$ cat config.mk
export PLATFORM = sky130hd
export DESIGN_NAME = keypad_code_lock
export DESIGN_NICKNAME = d
export VERILOG_FILES = /design/src/rtl/kcl_pkg.sv /design/src/rtl/keypad_code_lock.sv
export VERILOG_INCLUDE_DIRS = /design/src /design/src/rtl
export SDC_FILE = /design/constraint.sdc
export NUM_CORES = 1
export LEC_CHECK = 0
export BUFFER_PORTS_ARGS = -buffer_cell sky130_fd_sc_hd__buf_4
export CAP_MARGIN = 20
export CELL_PAD_IN_SITES_DETAIL_PLACEMENT = 1
export CELL_PAD_IN_SITES_GLOBAL_PLACEMENT = 1
export CORE_UTILIZATION = 53
export DETAILED_ROUTE_END_ITERATION = 8
export GPL_ROUTABILITY_DRIVEN = 0
export GPL_TIMING_DRIVEN = 0
export PLACE_DENSITY_LB_ADDON = 0.1
export SETUP_SLACK_MARGIN = 0.05
export SYNTH_ARGS = -nofsm -noshare
export SYNTH_HDL_FRONTEND = slang
export SYNTH_SLANG_ARGS = --single-unit
$ cat constraint.sdc
create_clock -name clk -period 4.8 [get_ports clk]
set_input_delay 0 -clock clk [delete_from_list [all_inputs] [get_ports clk]]
set_output_delay 0 -clock clk [all_outputs]
set_load 0.005 [all_outputs]
$ cat src/rtl/keypad_code_lock_defines.svh
// keypad_code_lock_defines.svh: assertion macros used by keypad_code_lock.sv.
// Needs signals named clk and rst_n in the scope where a macro is used.
`ifndef KEYPAD_CODE_LOCK_DEFINES_SVH
`define KEYPAD_CODE_LOCK_DEFINES_SVH

// Same-cycle implication, checked out of reset
`define KCL_ASSERT_NOW(lbl, ante, cons, msg) \
    lbl: assert property (@(posedge clk) disable iff (!rst_n) (ante) |-> (cons)) \
        else $error(msg);

// Next-cycle implication, checked out of reset
`define KCL_ASSERT_NEXT(lbl, ante, cons, msg) \
    lbl: assert property (@(posedge clk) disable iff (!rst_n) (ante) |=> (cons)) \
        else $error(msg);

`endif

$ cat src/rtl/kcl_pkg.sv
// kcl_pkg.sv: shared types and constants of the keypad code lock.
// No dependencies.
`timescale 1ns / 1ps

package kcl_pkg;

    // Default number of keys in one entry
    localparam int KCL_CODE_LENGTH = 6;

    // Key code that means no key was pressed
    localparam logic [7:0] KCL_NO_KEY = 8'hff;

    // Result event codes
    typedef enum logic [2:0] {
        EV_DIGIT      = 3'd0,
        EV_FIRST_DONE = 3'd1,
        EV_ENROLLED   = 3'd2,
        EV_MISMATCH   = 3'd3,
        EV_GRANTED    = 3'd4,
        EV_REFUSED    = 3'd5
    } kcl_event_t;

endpackage

$ cat src/rtl/keypad_code_lock.sv
// keypad_code_lock.sv: keypad code lock with code enrollment (top level).
// Depends on kcl_pkg.sv and keypad_code_lock_defines.svh.
// Input channel: in_valid/in_ready with key_code. A key code of 0xff means
// no key; it is taken and dropped without a result and changes nothing.
// Output channel: out_valid/out_ready with event_res and position; every
// other key gives exactly one item. Until a code is enrolled, two entries of
// CODE_LENGTH keys are collected and compared (enrolled or mismatch); after
// that each entry is checked against the stored code (granted or refused).
// A key is registered in the input register, and its result is then
// registered in the output register, which drives out_valid.
// Throughput: one key per cycle unless the receiver stalls; the entry
// update and the parallel compare of all CODE_LENGTH keys fit between the
// input and output registers.
// Reset clears the enrolled mark and the key count; the entry stores are not
// cleared and are always written before they are read.
// When the receiver stalls, the result holds in the output register and one
// more key waits in the input register; in_ready then drops until out_ready.
`timescale 1ns / 1ps
`include "keypad_code_lock_defines.svh"

module keypad_code_lock
    import kcl_pkg::*;
#(
    parameter int CODE_LENGTH = KCL_CODE_LENGTH
)
(
    input  logic       clk,
    input  logic       rst_n,
    input  logic       in_valid,
    output logic       in_ready,
    input  logic [7:0] key_code,
    output logic       out_valid,
    input  logic       out_ready,
    output logic [2:0] event_res,
    output logic [2:0] position
);

    localparam int CNT_MAX = 2 * CODE_LENGTH;
    localparam int CNT_W   = $clog2(CNT_MAX);
    localparam logic [CNT_W-1:0] LEN         = CNT_W'(CODE_LENGTH);
    localparam logic [CNT_W-1:0] LAST_FIRST  = CNT_W'(CODE_LENGTH - 1);
    localparam logic [CNT_W-1:0] LAST_SECOND = CNT_W'(CNT_MAX - 1);

    // Input register
    logic             in_valid_reg, in_valid_next;
    logic [7:0]       key_reg;

    // Lock state
    logic             enrolled_reg, enrolled_next;
    logic [CNT_W-1:0] count_reg, count_next;
    logic [7:0]       first_reg  [CODE_LENGTH];
    logic [7:0]       second_reg [CODE_LENGTH];
    logic [7:0]       stored_reg [CODE_LENGTH];

    // Output register
    logic             out_valid_reg, out_valid_next;
    kcl_event_t       event_reg, event_next;
    logic [2:0]       pos_reg, pos_next;

    // Processing signals
    logic             proc_fire;
    logic             in_second;
    logic             last_key;
    logic [CNT_W-1:0] pos;
    logic             match_stored;
    logic             match_first;

    // Handshake: the input register moves on whenever the output register
    // is free or being emptied
    assign proc_fire = in_valid_reg && (!out_valid_reg || out_ready);
    assign in_ready  = !in_valid_reg || proc_fire;

    assign out_valid = out_valid_reg;
    assign event_res = event_reg;
    assign position  = pos_reg;

    // Where the current key goes
    always_comb
    begin
        in_second = !enrolled_reg && (count_reg >= LEN);
        if (in_second)
        begin
            pos      = count_reg - LEN;
            last_key = (count_reg == LAST_SECOND);
        end
        else
        begin
            pos      = count_reg;
            last_key = (count_reg == LAST_FIRST);
        end
    end

    // Full-entry compares, with the current key as the last one
    always_comb
    begin
        match_stored = 1'b1;
        match_first  = 1'b1;
        for (int i = 0; i < CODE_LENGTH; i++)
        begin
            if (i == CODE_LENGTH - 1)
            begin
                if (key_reg != stored_reg[i]) match_stored = 1'b0;
                if (key_reg != first_reg[i])  match_first  = 1'b0;
            end
            else
            begin
                if (first_reg[i] != stored_reg[i]) match_stored = 1'b0;
                if (second_reg[i] != first_reg[i]) match_first  = 1'b0;
            end
        end
    end

    // Next state and result
    always_comb
    begin
        enrolled_next = enrolled_reg;
        count_next    = count_reg;
        event_next    = event_reg;
        pos_next      = pos_reg;
        if (proc_fire)
        begin
            pos_next   = 3'(pos);
            event_next = EV_DIGIT;
            if (last_key)
            begin
                count_next = '0;
            end
            else
            begin
                count_next = count_reg + 1'b1;
            end
            if (enrolled_reg)
            begin
                if (last_key)
                begin
                    event_next = match_stored ? EV_GRANTED : EV_REFUSED;
                end
            end
            else if (in_second)
            begin
                if (last_key)
                begin
                    event_next    = match_first ? EV_ENROLLED : EV_MISMATCH;
                    enrolled_next = match_first;
                end
            end
            else
            begin
                if (last_key)
                begin
                    // first entry complete: keep counting into the second
                    event_next = EV_FIRST_DONE;
                    count_next = count_reg + 1'b1;
                end
            end
        end
    end

    // Valid flags of both registers
    always_comb
    begin
        in_valid_next = in_valid_reg;
        if (in_ready)
        begin
            in_valid_next = in_valid && (key_code != KCL_NO_KEY);
        end
        out_valid_next = out_valid_reg;
        if (proc_fire)
        begin
            out_valid_next = 1'b1;
        end
        else if (out_ready)
        begin
            out_valid_next = 1'b0;
        end
    end

    // Control registers
    always_ff @(posedge clk or negedge rst_n)
    begin
        if (!rst_n)
        begin
            in_valid_reg  <= 1'b0;
            out_valid_reg <= 1'b0;
            enrolled_reg  <= 1'b0;
            count_reg     <= '0;
        end
        else
        begin
            in_valid_reg  <= in_valid_next;
            out_valid_reg <= out_valid_next;
            enrolled_reg  <= enrolled_next;
            count_reg     <= count_next;
        end
    end

    // Payload registers
    always_ff @(posedge clk)
    begin
        if (in_ready)
        begin
            key_reg <= key_code;
        end
        event_reg <= event_next;
        pos_reg   <= pos_next;
    end

    // Entry stores
    always_ff @(posedge clk)
    begin
        for (int i = 0; i < CODE_LENGTH; i++)
        begin
            if (proc_fire && !in_second && pos == CNT_W'(i))
            begin
                first_reg[i] <= key_reg;
            end
            if (proc_fire && in_second && pos == CNT_W'(i))
            begin
                second_reg[i] <= key_reg;
            end
            if (proc_fire && in_second && last_key && match_first)
            begin
                stored_reg[i] <= first_reg[i];
            end
        end
    end

    // Checks
    `KCL_ASSERT_NOW(a_count_range, 1'b1, count_reg <= LAST_SECOND, "key count out of range")
    `KCL_ASSERT_NOW(a_count_enrolled, enrolled_reg, count_reg <= LAST_FIRST, "count past entry while enrolled")
    `KCL_ASSERT_NOW(a_end_position, out_valid_reg && event_reg != EV_DIGIT, pos_reg == 3'(CODE_LENGTH - 1), "entry end at wrong position")
    `KCL_ASSERT_NOW(a_enroll_event, $rose(enrolled_reg), out_valid_reg && event_reg == EV_ENROLLED, "enrolled without enrolled event")

endmodule

==> impl_results.md <==
* Core Rows at 39
* Sink Count at 157
* Worst-skew pair later-pin latency at 420 ps
* Max-slew violations at 0
* Die width at 109.9 um
* Hold Path Cell Cnt at 2
* Crit path DAT at 3510 ps
* DR WL/cell at 23.16 um
* Post-Synth Simple-Gate Area at 0.07882
* Fin crit share at 0.7226
* GRT overflow at 0
* Post-Synthesis Cell Area at 6175 um2
* DRT iter0 DRCs at 180
* Yosys cell types at 37
* Worst-Margin Slew at 1056 ps
* Unrepaired setup endpoints after global routing: false
* Final setup margin at 1332 ps
* Final Critical Period at 3468 ps
* Vias in the first global route at 3383
* HPWL Detailed at 8921 um
* Root Buffer: clkbuf_16
* Mux cell area share after synthesis at 0
* Worst min path class: input pin to register
* CP Launch Type: register
* Post-Route WL at 13390 um
* Met2 Use GR at 0.4085
* Clock transition at the registers of the reported paths at 60 ps
* GR Util met3 at 0.04979
* DRC violations left at 0
* Antenna violations before repair at 0
* Path depth of the worst reg2reg path at 7
* Synth Area in XOR/XNOR at 0.1291
* Die H at 109.9 um
* Lkg Pwr at 2.309 nW
* Setup Total Neg Slack at 0 ps
* Crit Path Category: register to register
* First-pass GRT wire length at 19920 um
* PwrDens at 430.6 nW/um2
* Final net count at 437
* CTS tree: yes
* Total die area at 12090 um2
* Area delta synth->final at 18.05%
* I/O Buffers at 19
* Total GRT Usage at 0.2436
* Sequential fraction of the synthesis area at 0.7579
* Final Hold Vio Count at 0
* Gr busiest metal: met2
* Layout cells sized above 1 at 0.1517
* Peak VDD IR at 0.2888 mV
* Final setup vio count at 0
* Post-synthesis cell count at 366
* Post-CTS resize count at 0
* Core area at 11370 um2
* Post-layout power at 3.139 mW
* CP max stage delay at 820 ps
* CP Buf/Inv Count at 1
* Worst path required time at 4840 ps
* Top delay family on crit path: simple AND/OR/NAND/NOR gates
* Fmax at 288.3 MHz
* Yosys warns at 0
* Post-Place Cells at 533
* N_diodes at 0
* Worst-path fanout max at 9
* Synth Area in Compound Gates at 0.02128
* Largest net degree at the start of global routing at 32
* Rel. slew slack at 0.2935
* Critical path's slowest cell: nor2_1
* CP cell instances: clkinv_1 > ha_1 > nor3_1 > nor3_1 > nor2_1 > nand4_1 > nor2_1
* Final ANT Viol Nets at 0
* Grt met1 use at 0.3217
* First-pass DRT Iterations at 5
* Mapped Avg Cell Area at 16.87 um2
* Largest family of logic cells by synthesized area: XOR/XNOR gates
* DP Worst Slack at 1459 ps
* Worst path depth at 7
* Max-cap violations at 0
* Fin util at 0.6411
* Clock tree buffer depth at 2
* Via count at 3268
* Final std cells w/o fill at 578
* #FFs+latches synth at 157
* Fillers at 983
* Starting density of the core at 0.5431
* H-Tree Depth at 4
* Status: completed
* Num ports at 20
* Adder-Cell Fraction of Synth Area at 0.006079
* Worst Setup End Kind: register
* Clk_skew at 9.295 ps
* CTS buffer count at 17
* Avg Vias per Cell at 5.654
* Mapped Nets at 381
## per-layer routing
metal | up-vias | part of all wire
li1 | 1495 | -
met1 | 1679 | 0.43
met2 | 83 | 0.52
met3 | 11 | 0.042
met4 | 0 | 0.0087
met5 | - | 0
## cell usage in the layout (no fill, tap or decap), drive strengths merged, types with 2 or more instances in the layout
cell type    count
a21oi            3
o2111ai          2
edfxtp         150
buf             26
nand2           10
clkbuf          18
nor3            12
ha               3
nor4             8
nor2            11
nand2b           9
clkinvlp         3
or3              3
nand3            2
clkinv          11
nand3b           2
o21ai            5
nand4           24
xnor2           84
xor2             7
dlygate4sd3     12
or4              2
inv              7
dfrtp            7
bufinv           3
## logic make-up after synthesis
| kind of cell | after synthesis |
|---|---|
| xor+xnor | 91 |
| compound gates | 18 |
| buf+inv | 11 |
| simple gates | 86 |
| fa+ha+maj | 3 |
| flops | 157 |
## final timing paths
kind | startpoint | slack (ps) | end
worst min register to register | first_reg[5][4] | 480 | stored_reg[5][4]
max in group asynchronous | rst_n | 3970 | enrolled_reg
worst max-delay path | count_reg[0] | 1330 | first_reg[5][5]
min in group asynchronous | rst_n | 560 | in_valid_reg
worst max register to register | count_reg[0] | 1330 | first_reg[5][5]
worst min-delay path | key_code[7] | 310 | key_reg[7]
## report_power, final
group	switching [mW]	internal, mW
clock	0.510	0.805
combinational	0.125	0.0849
sequential	0.0706	1.54
## synth_stat cells
master,instances,share of area
a211o_1,1,0.0014
a211oi_2,1,0.0020
a21o_1,1,0.0012
a21oi_1,2,0.0016
a21oi_2,1,0.0014
a222oi_1,1,0.0016
a31oi_1,1,0.0010
and3_1,1,0.0010
and4b_1,1,0.0016
and4bb_2,1,0.0020
buf_2,1,0.00081
clkbuf_1,1,0.00061
clkinv_1,2,0.0012
dfrtp_1,7,0.028
edfxtp_1,150,0.73
ha_1,3,0.0061
inv_1,6,0.0036
inv_2,1,0.00061
nand2_1,10,0.0061
nand2b_1,9,0.0091
nand3_1,2,0.0016
nand3b_1,2,0.0024
nand4_1,24,0.024
nor2_1,11,0.0067
nor3_1,12,0.0097
nor4_1,8,0.0081
o2111ai_1,2,0.0028
o21ai_0,2,0.0016
o21ai_1,3,0.0024
o221ai_1,1,0.0014
o2bb2ai_1,1,0.0014
o31ai_1,1,0.0012
or3_1,3,0.0030
or4_1,1,0.0012
or4_4,1,0.0018
xnor2_1,84,0.12
xor2_1,7,0.0099
## through the flow
stage,cell area [um2],hold WS [ps]
3_5_place_dp,6579,-179.0
6_report,7289,306.9
3_3_place_gp,6496,-179.2
4_1_cts,7278,291.8
2_1_floorplan,6175,-295.6
5_1_grt,7289,312.6
## final cells by class
cell class,count,area [um2],area share
Inverter,9,33.78,0.004634
Timing Repair Buffer,37,321.6,0.04411
Clock buffer,17,425.4,0.05836
Sequential cell,157,4679,0.6420
Tap cell,143,178.9,0.02455
Buffer,2,8.758,0.001202
Clock inverter,15,153.9,0.02111
Multi-Input combinational cell,198,1488,0.2041
## what timing repair did
action                    in CTS  in global routing
hold buffers                  12                  0
buffers inserted               0                  0
hold endpoints to repair      17                  0
## worst reg2reg max path: cells and delay by family (launching register included)
kind / cells / cell delay, ps
flip-flops: 1 / 580
adder cells (fa/ha/maj): 1 / 350
AND/OR/NAND/NOR: 5 / 1780
buffers and inverters: 1 / 380
Power figures use the tool's default switching activity.
